## src/design/kepler_equation_solver_top_assert.svh

```systemverilog
// Assertion macros for the Kepler solver top level.
// Every macro samples on clk_i and is disabled while rst_ni is low.
`ifndef KEPLER_EQUATION_SOLVER_TOP_ASSERT_SVH
`define KEPLER_EQUATION_SOLVER_TOP_ASSERT_SVH

// Same-cycle implication.
`define KES_ASSERT_NOW(lbl, ante, cons, msg) \
  lbl: assert property (@(posedge clk_i) disable iff (!rst_ni) (ante) |-> (cons)) \
    else $error(msg);

// Next-cycle implication.
`define KES_ASSERT_NEXT(lbl, ante, cons, msg) \
  lbl: assert property (@(posedge clk_i) disable iff (!rst_ni) (ante) |=> (cons)) \
    else $error(msg);

`endif

```

## src/design/kes_pkg.sv

```systemverilog
package kes_pkg;

  localparam int unsigned ANGLE_BITS    = 32;
  localparam int unsigned CORDIC_STAGES = 30;
  localparam int unsigned DIV_STEPS     = 64;
  localparam int unsigned SQRT_STEPS    = 32;
  localparam int unsigned ITERATION_CAP = 15;

  localparam logic [ANGLE_BITS-1:0] HALF_TURN    = 32'h8000_0000;
  localparam logic [ANGLE_BITS-1:0] STEP_LIMIT   = 32'h7FFF_FFFF;
  localparam logic [31:0]           ECC_START_LIMIT = 32'd3435973837;
  localparam logic [31:0]           INV2PI_Q32   = 32'h28BE_60DC;
  localparam logic [63:0]           INV2PI_Q64   = 64'h28BE_60DB_9391_054A;
  localparam logic signed [35:0]    CORDIC_GAIN  = 36'sd652032874;

  // configuration register indexes
  localparam logic CFG_TOLERANCE = 1'b0;
  localparam logic CFG_MAX_ITER  = 1'b1;

  typedef logic [CORDIC_STAGES-1:0][ANGLE_BITS-1:0] atan_tab_t;

  // atan(2^-i) in turns, from the arctangent series on 1/(2*pi)
  function automatic atan_tab_t build_atan_tab();
    atan_tab_t   tab;
    logic [63:0] acc;
    logic [63:0] term;
    int unsigned i;
    int unsigned k;
    int unsigned sh;
    tab    = '0;
    tab[0] = 32'h2000_0000;
    for (i = 1; i < CORDIC_STAGES; i++) begin
      acc = '0;
      for (k = 0; k < 32; k++) begin
        sh = i * (2 * k + 1);
        if (sh < 64) begin
          term = (INV2PI_Q64 >> sh) / 64'(2 * k + 1);
          if (k % 2 == 1) acc = acc - term;
          else acc = acc + term;
        end
      end
      tab[i] = 32'((acc + 64'h8000_0000) >> 32);
    end
    return tab;
  endfunction

  localparam atan_tab_t ATAN_TAB = build_atan_tab();

  typedef enum logic [4:0] {
    OP_NONE,
    OP_LOAD,
    OP_ROT_INIT,
    OP_ROT,
    OP_ROT_DONE,
    OP_MUL_ES,
    OP_MUL_EC,
    OP_MUL_INV,
    OP_RESID,
    OP_DIV_INIT,
    OP_DIV,
    OP_STEP,
    OP_SQ_MUL,
    OP_SQ_INIT,
    OP_SQRT,
    OP_R_MUL,
    OP_XY,
    OP_VEC_INIT,
    OP_VEC,
    OP_OUT
  } kes_op_e;

  typedef struct packed {
    kes_op_e    op;
    logic [5:0] idx;
  } kes_cmd_t;

  typedef struct packed {
    logic conv;
  } kes_sts_t;

endpackage

```

## src/design/kes_ctrl.sv

```systemverilog
module kes_ctrl (
  input  logic              clk_i,
  input  logic              rst_ni,
  input  logic              in_valid_i,
  output logic              in_ready_o,
  input  logic              out_ready_i,
  output logic              out_valid_o,
  output logic [4:0]        passes_used_o,
  output logic              not_converged_o,
  input  logic [4:0]        cap_i,
  input  kes_pkg::kes_sts_t sts_i,
  output kes_pkg::kes_cmd_t cmd_o
);
  import kes_pkg::*;

  localparam logic [4:0] ST_IDLE     = 5'd0;
  localparam logic [4:0] ST_ROT_INIT = 5'd1;
  localparam logic [4:0] ST_ROT      = 5'd2;
  localparam logic [4:0] ST_ROT_DONE = 5'd3;
  localparam logic [4:0] ST_MUL_ES   = 5'd4;
  localparam logic [4:0] ST_MUL_EC   = 5'd5;
  localparam logic [4:0] ST_MUL_INV  = 5'd6;
  localparam logic [4:0] ST_RESID    = 5'd7;
  localparam logic [4:0] ST_DIV_INIT = 5'd8;
  localparam logic [4:0] ST_DIV      = 5'd9;
  localparam logic [4:0] ST_STEP     = 5'd10;
  localparam logic [4:0] ST_SQ_MUL   = 5'd11;
  localparam logic [4:0] ST_SQ_INIT  = 5'd12;
  localparam logic [4:0] ST_SQRT     = 5'd13;
  localparam logic [4:0] ST_R_MUL    = 5'd14;
  localparam logic [4:0] ST_XY       = 5'd15;
  localparam logic [4:0] ST_VEC_INIT = 5'd16;
  localparam logic [4:0] ST_VEC      = 5'd17;
  localparam logic [4:0] ST_OUT      = 5'd18;

  localparam logic [5:0] CORDIC_LAST = 6'(CORDIC_STAGES - 1);
  localparam logic [5:0] DIV_LAST    = 6'(DIV_STEPS - 1);
  localparam logic [5:0] SQRT_LAST   = 6'(SQRT_STEPS - 1);

  logic [4:0] state_q, state_d;
  logic [5:0] cnt_q, cnt_d;
  logic [4:0] passes_q, passes_d;
  logic       fin_q, fin_d;
  logic       nc_q, nc_d;
  logic       ovld_q, ovld_d;
  logic [4:0] opass_q, opass_d;
  logic       onc_q, onc_d;
  logic [4:0] pnext;

  assign pnext = passes_q + 5'd1;

  always_comb begin
    state_d    = state_q;
    cnt_d      = cnt_q;
    passes_d   = passes_q;
    fin_d      = fin_q;
    nc_d       = nc_q;
    ovld_d     = ovld_q && !out_ready_i;
    opass_d    = opass_q;
    onc_d      = onc_q;
    cmd_o.op   = OP_NONE;
    cmd_o.idx  = cnt_q;
    in_ready_o = 1'b0;
    unique case (state_q)
      ST_IDLE: begin
        in_ready_o = 1'b1;
        if (in_valid_i) begin
          cmd_o.op = OP_LOAD;
          passes_d = '0;
          fin_d    = 1'b0;
          nc_d     = 1'b0;
          state_d  = ST_ROT_INIT;
        end
      end
      ST_ROT_INIT: begin
        cmd_o.op = OP_ROT_INIT;
        cnt_d    = '0;
        state_d  = ST_ROT;
      end
      ST_ROT: begin
        cmd_o.op = OP_ROT;
        cnt_d    = cnt_q + 6'd1;
        if (cnt_q == CORDIC_LAST) state_d = ST_ROT_DONE;
      end
      ST_ROT_DONE: begin
        cmd_o.op = OP_ROT_DONE;
        state_d  = fin_q ? ST_SQ_MUL : ST_MUL_ES;
      end
      ST_MUL_ES: begin
        cmd_o.op = OP_MUL_ES;
        state_d  = ST_MUL_EC;
      end
      ST_MUL_EC: begin
        cmd_o.op = OP_MUL_EC;
        state_d  = ST_MUL_INV;
      end
      ST_MUL_INV: begin
        cmd_o.op = OP_MUL_INV;
        state_d  = ST_RESID;
      end
      ST_RESID: begin
        cmd_o.op = OP_RESID;
        state_d  = ST_DIV_INIT;
      end
      ST_DIV_INIT: begin
        cmd_o.op = OP_DIV_INIT;
        cnt_d    = '0;
        state_d  = ST_DIV;
      end
      ST_DIV: begin
        cmd_o.op = OP_DIV;
        cnt_d    = cnt_q + 6'd1;
        if (cnt_q == DIV_LAST) state_d = ST_STEP;
      end
      ST_STEP: begin
        // convergence wins over the pass limit
        cmd_o.op = OP_STEP;
        passes_d = pnext;
        state_d  = ST_ROT_INIT;
        if (sts_i.conv) begin
          fin_d = 1'b1;
        end else if (pnext >= cap_i) begin
          fin_d = 1'b1;
          nc_d  = 1'b1;
        end
      end
      ST_SQ_MUL: begin
        cmd_o.op = OP_SQ_MUL;
        state_d  = ST_SQ_INIT;
      end
      ST_SQ_INIT: begin
        cmd_o.op = OP_SQ_INIT;
        cnt_d    = '0;
        state_d  = ST_SQRT;
      end
      ST_SQRT: begin
        cmd_o.op = OP_SQRT;
        cnt_d    = cnt_q + 6'd1;
        if (cnt_q == SQRT_LAST) state_d = ST_R_MUL;
      end
      ST_R_MUL: begin
        cmd_o.op = OP_R_MUL;
        state_d  = ST_XY;
      end
      ST_XY: begin
        cmd_o.op = OP_XY;
        state_d  = ST_VEC_INIT;
      end
      ST_VEC_INIT: begin
        cmd_o.op = OP_VEC_INIT;
        cnt_d    = '0;
        state_d  = ST_VEC;
      end
      ST_VEC: begin
        cmd_o.op = OP_VEC;
        cnt_d    = cnt_q + 6'd1;
        if (cnt_q == CORDIC_LAST) state_d = ST_OUT;
      end
      ST_OUT: begin
        if (!ovld_q || out_ready_i) begin
          cmd_o.op = OP_OUT;
          ovld_d   = 1'b1;
          opass_d  = passes_q;
          onc_d    = nc_q;
          state_d  = ST_IDLE;
        end
      end
      default: state_d = ST_IDLE;
    endcase
  end

  always_ff @(posedge clk_i or negedge rst_ni) begin
    if (!rst_ni) begin
      state_q  <= ST_IDLE;
      cnt_q    <= '0;
      passes_q <= '0;
      fin_q    <= 1'b0;
      nc_q     <= 1'b0;
      ovld_q   <= 1'b0;
      opass_q  <= '0;
      onc_q    <= 1'b0;
    end else begin
      state_q  <= state_d;
      cnt_q    <= cnt_d;
      passes_q <= passes_d;
      fin_q    <= fin_d;
      nc_q     <= nc_d;
      ovld_q   <= ovld_d;
      opass_q  <= opass_d;
      onc_q    <= onc_d;
    end
  end

  assign out_valid_o     = ovld_q;
  assign passes_used_o   = opass_q;
  assign not_converged_o = onc_q;

endmodule

```

## config.mk

```make
export PLATFORM = sky130hd
export DESIGN_NAME = kes_ctrl
export DESIGN_NICKNAME = d
export VERILOG_FILES = /design/src/design/kepler_equation_solver_top_assert.svh /design/src/design/kes_pkg.sv /design/src/design/kes_ctrl.sv
export SDC_FILE = /design/constraint.sdc
export NUM_CORES = 1
export LEC_CHECK = 0
export BUFFER_PORTS_ARGS = -buffer_cell sky130_fd_sc_hd__buf_2
export CAP_MARGIN = 40
export CELL_PAD_IN_SITES_DETAIL_PLACEMENT = 1
export CELL_PAD_IN_SITES_GLOBAL_PLACEMENT = 2
export CORE_UTILIZATION = 30
export DETAILED_ROUTE_END_ITERATION = 16
export PLACE_DENSITY = 0.75
export SYNTH_ARGS = -nofsm -noshare
export SYNTH_HDL_FRONTEND = slang
export SYNTH_SLANG_ARGS = --single-unit
export TNS_END_PERCENT = 5
```

## constraint.sdc

```tcl
create_clock -name clk_i -period 2.5 [get_ports clk_i]
set_clock_uncertainty 0.1 [all_clocks]
set_input_delay 0.25 -clock clk_i [delete_from_list [all_inputs] [get_ports clk_i]]
set_output_delay 0.25 -clock clk_i [all_outputs]
set_load 0.005 [all_outputs]
```

# Word level (Yosys, flattened, before mapping)

Index checks and enable logic that the tools add are counted.

Input port bits: 10
Word-level logic and storage cells: 78
Output and inout port bits: 19
Flip-flop bits (word level): 25

Reduce and logical (&&, ||, !) cells: 14
Multiplexer cells: 23
Equal/unequal tests: 30
$add $sub $neg: 2
Magnitude comparators: 1

Operators with widths:

| cell                                                 | number |
|---|---|
| case mux 5 bit (19 select lines)                     | 2 |
| equality test 5 x 4 -> 1 bit (second input constant) | 8 |
| 2-to-1 mux 5 bit                                     | 8 |
| equality test 5 x 3 -> 1 bit (second input constant) | 4 |
| != test 2 bit (second input constant)                | 8 |
| equality test 5 bit (second input constant)          | 3 |
| equality test 6 x 5 -> 1 bit (second input constant) | 2 |
| case mux 6 bit (2 select lines)                      | 1 |
| equality test 5 x 2 -> 1 bit (second input constant) | 2 |
| case mux 5 bit (2 select lines)                      | 1 |
| 2-to-1 mux 1 bit                                     | 8 |
| OR reduction 4 bit                                   | 2 |
| adder 6 x 1 -> 6 bit (second input constant)         | 1 |
| equality test 6 bit (second input constant)          | 1 |
| AND reduction 6 bit                                  | 1 |
| adder 5 x 1 -> 5 bit (second input constant)         | 1 |
| equality test 5 x 1 -> 1 bit (second input constant) | 1 |
| greater-or-equal comparator 5 bit                    | 1 |
| zero test 5 bit                                      | 1 |
| 2-to-1 mux 4 bit                                     | 1 |
| case mux 1 bit (2 select lines)                      | 2 |
| AND reduction 2 bit                                  | 2 |
| AND reduction 4 bit                                  | 1 |
| nonzero test 2 bit                                   | 2 |
| 5 further kinds                                      | 6 |

# Longest topological paths before layout

Gate-level depths: netlist of the first run.

Depth in word-level cells: 5
Mapped depth: 8

# Worst setup path after synthesis of the first run

Ideal clock, no wire load.

Kind: register -> register
From: register passes_q[0]
To: register fin_q
Slack: 637 ps
Cell stages (with the launch flop): 9
Arrival: 1634 ps
Period minus slack after synthesis: 1863 ps
Data required time: 2271 ps
Cells stage by stage: dfrtp_1 ha_1 xor2_1 ha_1 a21o_1 a31oi_1 o21ai_0 o21ai_0 o21ai_0

Word-level cells in the longest chain between the ends: 4

RTL lines:

| element                           | line            | RTL |
|---|---|---|
| from (decl)                       | kes_ctrl.sv:42  | `logic [4:0] passes_q, passes_d;` |
| from (signal assigned)            | kes_ctrl.sv:185 | `passes_q <= passes_d;` |
| adder 5 x 1 -> 5 bit              | kes_ctrl.sv:50  | `assign pnext = passes_q + 5'd1;` |
| greater-or-equal comparator 5 bit | kes_ctrl.sv:122 | `end else if (pnext >= cap_i) begin` |
| != test 3 bit (no line)           | -               |  |
| AND reduction 3 bit (no line)     | -               |  |
| to (signal assigned)              | kes_ctrl.sv:186 | `fin_q <= fin_d;` |
| to (decl)                         | kes_ctrl.sv:43  | `logic fin_q, fin_d;` |

Every way passes these cells.
A chain may end at the register's enable or synchronous reset.

==> results of run 1 <==
-- logic make-up (layout without fill, tap and decap cells) --
| group | after synthesis | count (layout) |
|---|---|---|
| AOI/OAI and AO/OA | 44 | 44 |
| and+or+nand+nor | 44 | 44 |
| DFF | 25 | 25 |
| buffers and inverters | 19 | 47 |
| muxes | 11 | 11 |
| adders and majority gates | 8 | 8 |
| xor gates and xnor gates | 8 | 8 |
-- flip-flops by register name, summed over array words and instances, names as in the netlist --
register and count:
passes_used_o 5, not_converged_o 1, state_q 5, out_valid_o 1
fin_q 1, nc_q 1, cnt_q 6, passes_q 5
-- area by class of cell --
type,instances,share of cell area [%]
multi-input combinational,115,47.1
sequential,25,33.9
timing repair buffer,31,8.95
tap,70,4.75
inverter,12,2.71
clock buffer,3,2.24
clock inverter,1,0.407
-- critical path: cells and delay by family, from the launching register on --
kind                   cells  cell delay (ns)
buffers and inverters      1             0.13
flip-flops                 1             0.75
AND/OR/NAND/NOR            3             0.78
-- metal layers --
layer	share of wire [%]	GRT usage (%)	up-vias	routed length [microns]
met5	0	0	-	0
met4	2.3	7.34	0	98
met3	2.8	2.95	10	116
met2	48	27.6	21	2020
met1	47	22.6	644	1980
li1	-	-	631	-
-- worst paths after layout --
check                      slack, ns  cells past startpoint                    startpoint                      endpoint
setup reg to reg                0.36                      8       passes_q[0]$_DFFE_PN0P_             fin_q$_DFFE_PN0P_
max in group asynchronous       1.49                      2                        rst_ni        state_q[0]$_DFFE_PN0P_
setup / recovery                0.21                      4        state_q[4]$_DFFE_PN0P_                     cmd_o[10]
hold reg to reg                 0.42                      1  passes_used_o[0]$_DFFE_PN0P_  passes_used_o[0]$_DFFE_PN0P_
min in group asynchronous       0.41                      2                        rst_ni        state_q[3]$_DFFE_PN0P_
hold / removal                  0.16                      3                         sts_i             fin_q$_DFFE_PN0P_
-- cell usage in the layout, fill, tap and decap left out, types with 2 or more instances in the layout --
master     count
a21oi_1        8
a22o_1         4
a2bb2oi_1      2
a31oi_1        6
and3_1         3
buf_2         28
buf_4          2
clkbuf_8       3
dfrtp_1       25
ha_1           8
inv_1          8
inv_2          2
inv_4          2
mux2_2         7
mux2i_1        3
nand2_1       10
nand2b_1       3
nand3_1        6
nand4_1        2
nor2_1         7
nor2_2         2
nor2_4         2
nor3_1         2
o21ai_0        9
o22ai_1        2
o32a_1         2
xnor2_1        5
xor2_1         3
-- power by group --
| group | switching, W | total, W | internal (W) |
|---|---|---|---|
| Clock | 0.000141 | 0.000254 | 0.000113 |
| Sequential | 0.000204 | 0.000701 | 0.000497 |
| Combinational | 0.000591 | 0.00107 | 0.000479 |
| Total | 0.000937 | 0.00203 | 0.00109 |
-- timing repair --
action	CTS	global route
gates resized for setup	0	1
endpoints found under the hold margin	25	0
setup endpoints to repair	0	1
hold buffers	1	0
-- stage by stage --
step | power (W) | instance area (sq um) | utilization (%)
after CTS | 0.00203 | 1840 | 36.0
after global routing | 0.00218 | 1850 | 36.1
after detailed placement | 0.00177 | 1780 | 34.9
final | 0.00203 | 1850 | 36.1
after global placement | 0.00171 | 1780 | 34.9
after floorplan | 0.00146 | 1600 | -
==> results by group, run 1 <==
Run status
  • Status: completed

Detailed routing
  • Routed len/inst: 16.4 microns
  • Drt first pass iters: 4
  • Vias per inst: 5.08
  • Via count: 1306
  • Starting DRT DRC Count: 49
  • DRC: 0
  • Final WL: 4220 microns
  • Antenna viol nets, final: 0

Clock tree
  • Root buffer cell: clkbuf_8
  • CTS max path bufs: 2
  • CTS tree: done
  • Setup Buffers After CTS: 0
  • CTS clk-pin slew, worst paths: 0.10 ns
  • Num CTS Buffers: 3
  • Skew-Pair Late Insertion Delay: 0.28 ns
  • Sink Count: 25
  • H-tree levels: 1

Yosys
  • Gate Count Post-Synth: 159
  • Prevailing post-synth register cell: dfrtp_1
  • Yosys top cell area share: 39.1%
  • Synth Area in Simple Gates: 16.0%
  • Synth top area cells: dfrtp_1, ha_1, mux2_2
  • Syn_nets: 177
  • Number of synthesis warnings: 0
  • Mapped Area: 1600 sq um
  • Register bit total from synthesis: 25
  • Post-Synth XOR/XNOR Area: 4.38%
  • Synthesized area per cell: 10.1 sq um
  • Largest family of logic cells by synthesized area: compound AO/OA/AOI/OAI gates
  • Synth area leader: dfrtp_1
  • Synth Area in Compound Gates: 19.5%
  • Most common cell in the netlist: dfrtp_1
  • Post-synth EDFFs: 0
  • Mux cell area share after synthesis: 7.74%
  • Async set or reset register ratio after synthesis: 100%
  • Unique masters post-synth: 48
  • Post-synth top cells: dfrtp_1, nand2_1, o21ai_0
  • Adder-cell share of the synthesized area: 6.25%
  • Sequential-to-total area share from yosys stat: 39.1%

STA
  • Hold Fails Final Rpt: 0
  • Rel. slew slack: 58.8%
  • Fin worst setup slack: 0.206 ns
  • Setup TNS: 0 ns
  • Final number of setup-violating endpoints: 0
  • Final min period: 2.29 ns
  • Fmax: 0.436 GHz
  • Worst slew pin tran: 0.619 ns
  • Worst Hold Slack: 0.156 ns
  • Final period utilization: 91.8%
  • RSZ-0062 raised after global routing: no
  • Slew Viols, Final: 0

Worst setup path
  • Slowest cell on crit path: dfrtp_1
  • Critical Path Max Stage Delay: 0.75 ns
  • Critical path class: reg2out
  • Worst path cell trace: nand4_1 -> nand2b_1 -> nand2_1 -> buf_2
  • Crit path max fanout: 19
  • Worst Path Required: 2.15 ns
  • Crit path launch type: flip-flop
  • CP arrival: 1.94 ns
  • Critical Path Sink Type: primary output

Cells and area
  • Final nets: 206
  • Multi-input logic area: 868 sq um
  • Synthesis-to-finish area growth: 15.3%
  • Filler Cell Count: 610
  • Finished Layout Cells: 257
  • Layout cell share with drive strength beyond 1: 31.0%
  • Seq. cell area: 626 sq um
  • ANT cells: 0

Placement
  • Placed cells: 252
  • GPL Wtd Cong: 0.786
  • Post-DP HPWL: 3240 microns
  • Buffers on Ports: 28
  • Post-place setup slack: 0.356 ns

Die
  • Area of the core: 5110 sq um
  • Starting Density: 31.3%
  • DIE AREA: 5630 sq um
  • FP Rows: 26
  • Die width: 75.0 microns
  • I/O pins: 29
  • Die height: 75.0 microns

Flow run
  • MaxCap Viol Count: 0

Global routing
  • Vias in the first global route: 1426
  • First-pass GRT wire length: 7160 microns
  • Pin count of the biggest net entering global routing: 26
  • Antenna violations before repair: 0
  • Total GRT Usage: 17.1%
  • Grt ovf: 0

Min path
  • Worst hold path class: in2reg

Power and ir drop
  • Leakage power: 0.915 nW
  • Peak VDD IR: 313 uV
  • Power per cell area: 1100 nW/um^2
Power figures use the tool's default switching activity.
==> run 2: changes to the inputs <==
--- a/config.mk
+++ b/config.mk
@@ -7,11 +7,9 @@
 export LEC_CHECK = 0
 export BUFFER_PORTS_ARGS = -buffer_cell sky130_fd_sc_hd__buf_2
 export CAP_MARGIN = 40
-export CELL_PAD_IN_SITES_DETAIL_PLACEMENT = 1
-export CELL_PAD_IN_SITES_GLOBAL_PLACEMENT = 2
 export CORE_UTILIZATION = 30
 export DETAILED_ROUTE_END_ITERATION = 16
-export PLACE_DENSITY = 0.75
+export PLACE_DENSITY = 0.53
 export SYNTH_ARGS = -nofsm -noshare
 export SYNTH_HDL_FRONTEND = slang
 export SYNTH_SLANG_ARGS = --single-unit
==> run 2 against run 1 <==
Net effect:
- sequential share of layout area grew 0.30 points
- non-clock buffer count fell by 1
- combinational power fell by 10%
- first-iteration DRC count rose by 59%
- global-route usage is 3.5 points lower
- critical path depth up 1
- largest cell class unchanged
- register-to-register slack hardly changed
==> results by group, run 2 (synthesis gave the netlist of run 1 again) <==
STA
  • Worst Hold Slack: 0.152 ns (-0.00357 ns)
  • Rel. slew slack: 58.9% (+0.19 points)
  • Hold Fails Final Rpt: 0 (unchanged)
  • Final period utilization: 90.0% (-1.8 points)
  • Setup TNS: 0 ns (unchanged)
  • Slew Viols, Final: 0 (unchanged)
  • Final number of setup-violating endpoints: 0 (unchanged)
  • Fmax: 0.444 GHz (+2.0%)
  • Final min period: 2.25 ns (-0.0447 ns)
  • Worst slew pin tran: 0.616 ns (-0.00287 ns)
  • RSZ-0062 raised after global routing: no

Worst setup path
  • Critical Path Max Stage Delay: 0.59 ns (-0.16 ns)
  • Flop2flop setup slack: 0.37 ns (about the same)
  • Critical path class: reg2out
  • Number of cells on the worst reg-to-reg path: 8 (unchanged)
  • Crit path max fanout: 13 (-6)
  • R2R Path Start: passes_q[0]$_DFFE_PN0P_
  • Worst Path Required: 2.15 ns (about the same)
  • Worst R2R End: fin_q$_DFFE_PN0P_
  • Worst path cell trace: nor2_2 -> nand4_1 -> nand2b_1 -> nand2_1 -> buf_2
  • CP arrival: 1.90 ns (-0.04 ns)
  • Slowest cell on crit path: dfrtp_1
  • Crit path launch type: flip-flop
  • Critical Path Sink Type: primary output

Min path
  • Worst Hold Depth: 3 (unchanged)
  • Hold Startpoint: sts_i
  • Worst hold path class: in2reg
  • WHS Endpoint: fin_q$_DFFE_PN0P_

Global routing
  • Antenna violations before repair: 0 (unchanged)
  • First-pass GRT wire length: 5710 microns (-20%)
  • Vias in the first global route: 1183 (-17%)
  • Grt ovf: 0 (unchanged)
  • Total GRT Usage: 13.6% (-3.5 points)
  • Pin count of the biggest net entering global routing: 26 (unchanged)

Placement
  • GPL Wtd Cong: 0.810 (+3.1%)
  • Placed cells: 251 (-0.40%)
  • Buffers on Ports: 28 (unchanged)
  • Post-DP HPWL: 2490 microns (-23%)

Clock tree
  • CTS clk-pin slew, worst paths: 0.08 ns (-0.02 ns)
  • Post-CTS Resized: 0 (unchanged)
  • Num CTS Buffers: 3 (unchanged)
  • Setup Buffers After CTS: 0 (unchanged)
  • Skew-Pair Late Insertion Delay: 0.27 ns (about the same)
  • H-tree levels: 1 (unchanged)
  • CTS max path bufs: 2 (unchanged)
  • CTS tree: done
  • Root buffer cell: clkbuf_8
  • Sink Count: 25 (unchanged)

Detailed routing
  • Drt first pass iters: 4 (unchanged)
  • Starting DRT DRC Count: 78 (+59%)
  • Vias per inst: 4.90 (-3.5%)
  • Final WL: 3420 microns (-19%)
  • Antenna viol nets, final: 0 (unchanged)
  • Routed len/inst: 13.4 microns (-18%)
  • Via count: 1255 (-3.9%)
  • DRC: 0 (unchanged)

Die
  • DIE AREA: 5630 sq um (unchanged)
  • Die width: 75.0 microns (unchanged)
  • I/O pins: 29 (unchanged)
  • Starting Density: 31.3% (unchanged)
  • Area of the core: 5110 sq um (unchanged)
  • FP Rows: 26 (unchanged)
  • Die height: 75.0 microns (unchanged)

Cells and area
  • Commonest non-fill, non-tap cell in the layout: buf_2
  • Layout Utilization: 35.8% (-0.32 points)
  • Final nets: 205 (-0.49%)
  • Biggest register: cnt_q
  • Synthesis-to-finish area growth: 14.3%
  • ANT cells: 0 (unchanged)
  • Largest register FFs: 6 (unchanged)
  • Most frequent cells in the layout: buf_2, dfrtp_1, nand2_1, o21ai_0
  • Layout cell share with drive strength beyond 1: 30.1% (-0.91 points)
  • Finished Layout Cells: 256 (-0.39%)

Power and ir drop
  • Peak VDD IR: 330 uV (+5.3%)
  • Leakage power: 0.910 nW (-0.50%)
  • Power per cell area: 1050 nW/um^2 (-4.3%)

Flow run
  • MaxCap Viol Count: 0 (unchanged)

Run status
  • Status: completed
[run 2: cell count changes in the layout (fill, tap and decap cells not counted)]
cell / delta
buf_4: -1
clkbuf_1: +1
clkinvlp_4: -1
nor2_2: +1
nor2_4: -1
[run 2: stage by stage]
step / setup WS [ns] / total power [W] / area (sq um)
3_5_place_dp: 0.370 / 0.00169 / 1770
4_1_cts: 0.210 / 0.00194 / 1830
5_1_grt: 0.0522 / 0.00210 / 1830
2_1_floorplan: 0.637 / 0.00146 / 1600
3_3_place_gp: 0.379 / 0.00169 / 1770
6_report: 0.250 / 0.00192 / 1830
[run 2: what timing repair did]
item	in CTS	in global routing
hold endpoints to repair	25	0
setup endpoints to repair	0	0
hold buffers	1	0
[run 2: worst max-delay path by stage]
| stage | slack [ns] | startpoint | end | cells past startpoint |
|---|---|---|---|---|
| after global routing | 0.05 | state_q[4]$_DFFE_PN0P_ | cmd_o[10] | 4 |
| final | 0.25 | state_q[2]$_DFFE_PN0P_ | cmd_o[10] | 5 |
| after CTS | 0.21 | state_q[2]$_DFFE_PN0P_ | cmd_o[10] | 5 |
| after floorplan | 0.64 | passes_q[0]$_DFFE_PN0P_ | fin_q$_DFFE_PN0P_ | 8 |
| after global placement | 0.38 | passes_q[0]$_DFFE_PN0P_ | fin_q$_DFFE_PN0P_ | 8 |
| after detailed placement | 0.37 | passes_q[0]$_DFFE_PN0P_ | fin_q$_DFFE_PN0P_ | 8 |
[run 2: final cells by class]
cell class	instances	area, sq um
multi-input combinational	115	863
inverter	12	50.0
fill	540	3280
tap	70	87.6
clock buffer	4	45.0
sequential	25	626
timing repair buffer	30	158
[run 2: critical path, delay by kind of cell, from the launching register on]
kind	cells	cell delay, ns
buffers and inverters	1	0.12
AND/OR/NAND/NOR	4	0.93
flip-flops	1	0.59
[run 2: power by group]
part	leakage (nW)	switching (W)	internal [W]
registers	0.335	0.000225	0.000496
logic	0.553	0.000502	0.000457
clock network	0.0228	0.000129	0.000114
total	0.910	0.000856	0.00107
[run 2: routing by layer]
metal  vias to the layer above  wire length (microns)  global-route usage, %
met5                         -                      0                      0
met4                         0                     35                   4.40
met3                         2                    110                   2.81
met2                        23                   1570                   19.9
met1                       600                   1710                   19.9
li1                        630                      -                      -
==> run 3: changes to the inputs <==
--- a/config.mk
+++ b/config.mk
@@ -7,9 +7,10 @@
 export LEC_CHECK = 0
 export BUFFER_PORTS_ARGS = -buffer_cell sky130_fd_sc_hd__buf_2
 export CAP_MARGIN = 40
-export CORE_UTILIZATION = 30
+export CORE_UTILIZATION = 55
+export CTS_CLUSTER_DIAMETER = 100
 export DETAILED_ROUTE_END_ITERATION = 16
-export PLACE_DENSITY = 0.53
+export PLACE_DENSITY = 0.84
 export SYNTH_ARGS = -nofsm -noshare
 export SYNTH_HDL_FRONTEND = slang
 export SYNTH_SLANG_ARGS = --single-unit
==> run 3 against run 2 <==
Net effect:
- die area down 44%
- sequential share of layout area increased by 1.4 points
- hold slack worse by 0.079 ns
- final cell count is 16% lower
- design area down 4.0%
- first-iteration DRC count down 45%
- maximum frequency down 0.85%
- clock power is 24% lower
- worst setup slack got worse by 0.019 ns
- register-to-register slack improved by 0.03 ns
- core utilization grew 28 points
- clock-buffer cell count stayed put
- largest cell class unchanged
==> results by group, run 3 (synthesis gave the netlist of run 1 again) <==
Run status
  • Status: completed

Flow run
  • MaxCap Viol Count: 0 (unchanged)

STA
  • Hold Fails Final Rpt: 0 (unchanged)
  • Fin worst setup slack: 0.231 ns (-0.0194 ns)
  • Worst Hold Slack: 0.0728 ns (-0.0792 ns)
  • Rel. slew slack: 62.0% (+3.1 points)
  • Final period utilization: 90.8% (+0.78 points)
  • Setup TNS: 0 ns (unchanged)
  • RSZ-0062 raised after global routing: no
  • Fmax: 0.441 GHz (-0.85%)
  • Slew Viols, Final: 0 (unchanged)
  • Worst slew pin tran: 0.569 ns (-0.0465 ns)
  • Final number of setup-violating endpoints: 0 (unchanged)
  • Final min period: 2.27 ns (+0.0194 ns)

Detailed routing
  • Starting DRT DRC Count: 43 (-45%)
  • Via count: 1314 (+4.7%)
  • DRC: 0 (unchanged)
  • Final WL: 3360 microns (-1.8%)
  • Routed len/inst: 15.6 microns (+16%)
  • Vias per inst: 6.08 (+24%)
  • Drt first pass iters: 4 (unchanged)
  • Antenna viol nets, final: 0 (unchanged)

Worst setup path
  • CP bufs+invs: 1 (unchanged)
  • WP depth: 4 (-1)
  • Critical Path Max Stage Delay: 0.59 ns (about the same)
  • CP delay by family, top: flip-flops
  • Number of cells on the worst reg-to-reg path: 8 (unchanged)
  • Critical path class: reg2out
  • Crit path max fanout: 13 (unchanged)
  • Worst Path Required: 2.15 ns (about the same)
  • Critical Path Sink Type: primary output
  • Worst path cell trace: nor2_2 -> o21ai_0 -> a221oi_1 -> buf_2
  • Slowest cell on crit path: dfrtp_1
  • CP arrival: 1.92 ns (+0.02 ns)
  • Crit path launch type: flip-flop

Clock tree
  • H-tree levels: 1 (unchanged)
  • CTS clk-pin slew, worst paths: 0.13 ns (+0.05 ns)
  • Root buffer cell: clkbuf_4
  • CTS tree: done
  • Num CTS Buffers: 3 (unchanged)
  • Setup Buffers After CTS: 0 (unchanged)
  • Sink Count: 25 (unchanged)
  • CTS max path bufs: 2 (unchanged)
  • Skew-Pair Late Insertion Delay: 0.33 ns (+0.06 ns)

Cells and area
  • Final nets: 204 (-0.49%)
  • Commonest non-fill, non-tap cell in the layout: buf_2
  • Biggest register: cnt_q
  • Most frequent cells in the layout: buf_2, dfrtp_1, nand2_1, o21ai_0
  • Synthesis-to-finish area growth: 9.77%
  • Largest register FFs: 6 (unchanged)
  • Final Instance Area: 1760 sq um (-4.0%)
  • ANT cells: 0 (unchanged)
  • Layout cell share with drive strength beyond 1: 30.3% (+0.16 points)

Global routing
  • Grt ovf: 0 (unchanged)
  • Antenna violations before repair: 0 (unchanged)
  • Pin count of the biggest net entering global routing: 26 (unchanged)
  • Total GRT Usage: 23.9% (+10 points)
  • Vias in the first global route: 1237 (+4.6%)
  • First-pass GRT wire length: 5750 microns (+0.72%)

Min path
  • Worst Hold Depth: 3 (unchanged)
  • Worst hold path class: in2reg

Power and ir drop
  • Pwr Total: 0.00188 W (-2.1%)
  • Power per cell area: 1070 nW/um^2 (+1.9%)
  • Peak VDD IR: 744 uV (+130%)
  • Leakage power: 0.898 nW (-1.4%)

Placement
  • Area after DPL: 1720 sq um (-3.2%)
  • GPL Wtd Cong: 0.903 (+11%)
  • Buffers on Ports: 28 (unchanged)
  • Post-place setup slack: 0.413 ns (+0.0432 ns)
  • Post-DP HPWL: 2520 microns (+1.2%)

Die
  • DIE AREA: 3130 sq um (-44%)
  • Die height: 55.9 microns (-25%)
  • Starting Density: 58.0% (+27 points)
  • I/O pins: 29 (unchanged)
  • FP Rows: 19 (-27%)
  • Area of the core: 2760 sq um (-46%)
  • Die width: 55.9 microns (-25%)
==> run 3: cell count changes in the layout (fill, tap and decap cells not counted), sizes merged <==
cell	before	now
buf	29	28
==> run 3: cell type report <==
cell class	instances	area, sq um
Timing Repair Buffer	29	150
Multi-Input combinational cell	115	866
Sequential cell	25	626
Clock buffer	4	26.3
Tap cell	31	38.8
Inverter	12	50.0
Fill cell	227	1000
==> run 3: worst reg2reg max path, stage by stage (launching register included) <==
cell and delay, ns:
dfrtp_1 0.46, ha_1 0.25, xor2_1 0.21, ha_1 0.29, a21o_1 0.16, a31oi_1 0.15, o21ai_0 0.15, o21ai_0 0.15
o21ai_0 0.09
==> run 3: final timing paths <==
check | from | endpoint | slack (ns)
worst min register to register | passes_used_o[3]$_DFFE_PN0P_ | passes_used_o[3]$_DFFE_PN0P_ | 0.42
worst max register to register | passes_q[0]$_DFFE_PN0P_ | fin_q$_DFFE_PN0P_ | 0.40
worst min-delay path | sts_i | fin_q$_DFFE_PN0P_ | 0.07
min in group asynchronous | rst_ni | fin_q$_DFFE_PN0P_ | 0.33
max in group asynchronous | rst_ni | cnt_q[1]$_DFFE_PN0P_ | 1.60
worst max-delay path | state_q[2]$_DFFE_PN0P_ | cmd_o[6] | 0.23
==> run 3: what timing repair did <==
item / 4_1_cts / 5_1_grt
hold buffers: 1 / 0
hold endpoints to repair: 25 / 0
resized for setup: 0 / 1
setup endpoints to repair: 0 / 1
==> run 3: power by group <==
group | internal (W) | switching, W | total, W
Sequential | 0.000496 | 0.000225 | 0.000721
Combinational | 0.000455 | 0.000523 | 0.000978
Clock | 0.0000626 | 0.000121 | 0.000184
==> run 3: metal layers <==
| metal | part of all wire (%) | wire, microns | global-route usage [%] | vias up |
|---|---|---|---|---|
| met5 | 0 | 0 | 0 | - |
| met1 | 43 | 1440 | 31.9 | 638 |
| li1 | - | - | - | 629 |
| met2 | 50 | 1670 | 38.2 | 42 |
| met3 | 6.0 | 200 | 4.42 | 5 |
| met4 | 1.5 | 51 | 10.8 | 0 |
==> run 3: through the flow <==
step           util (%)  cells
4_1_cts            63.6    216
2_1_floorplan         -    159
5_1_grt            63.7    216
3_3_place_gp       62.3    211
6_report           63.7    216
3_5_place_dp       62.3    211
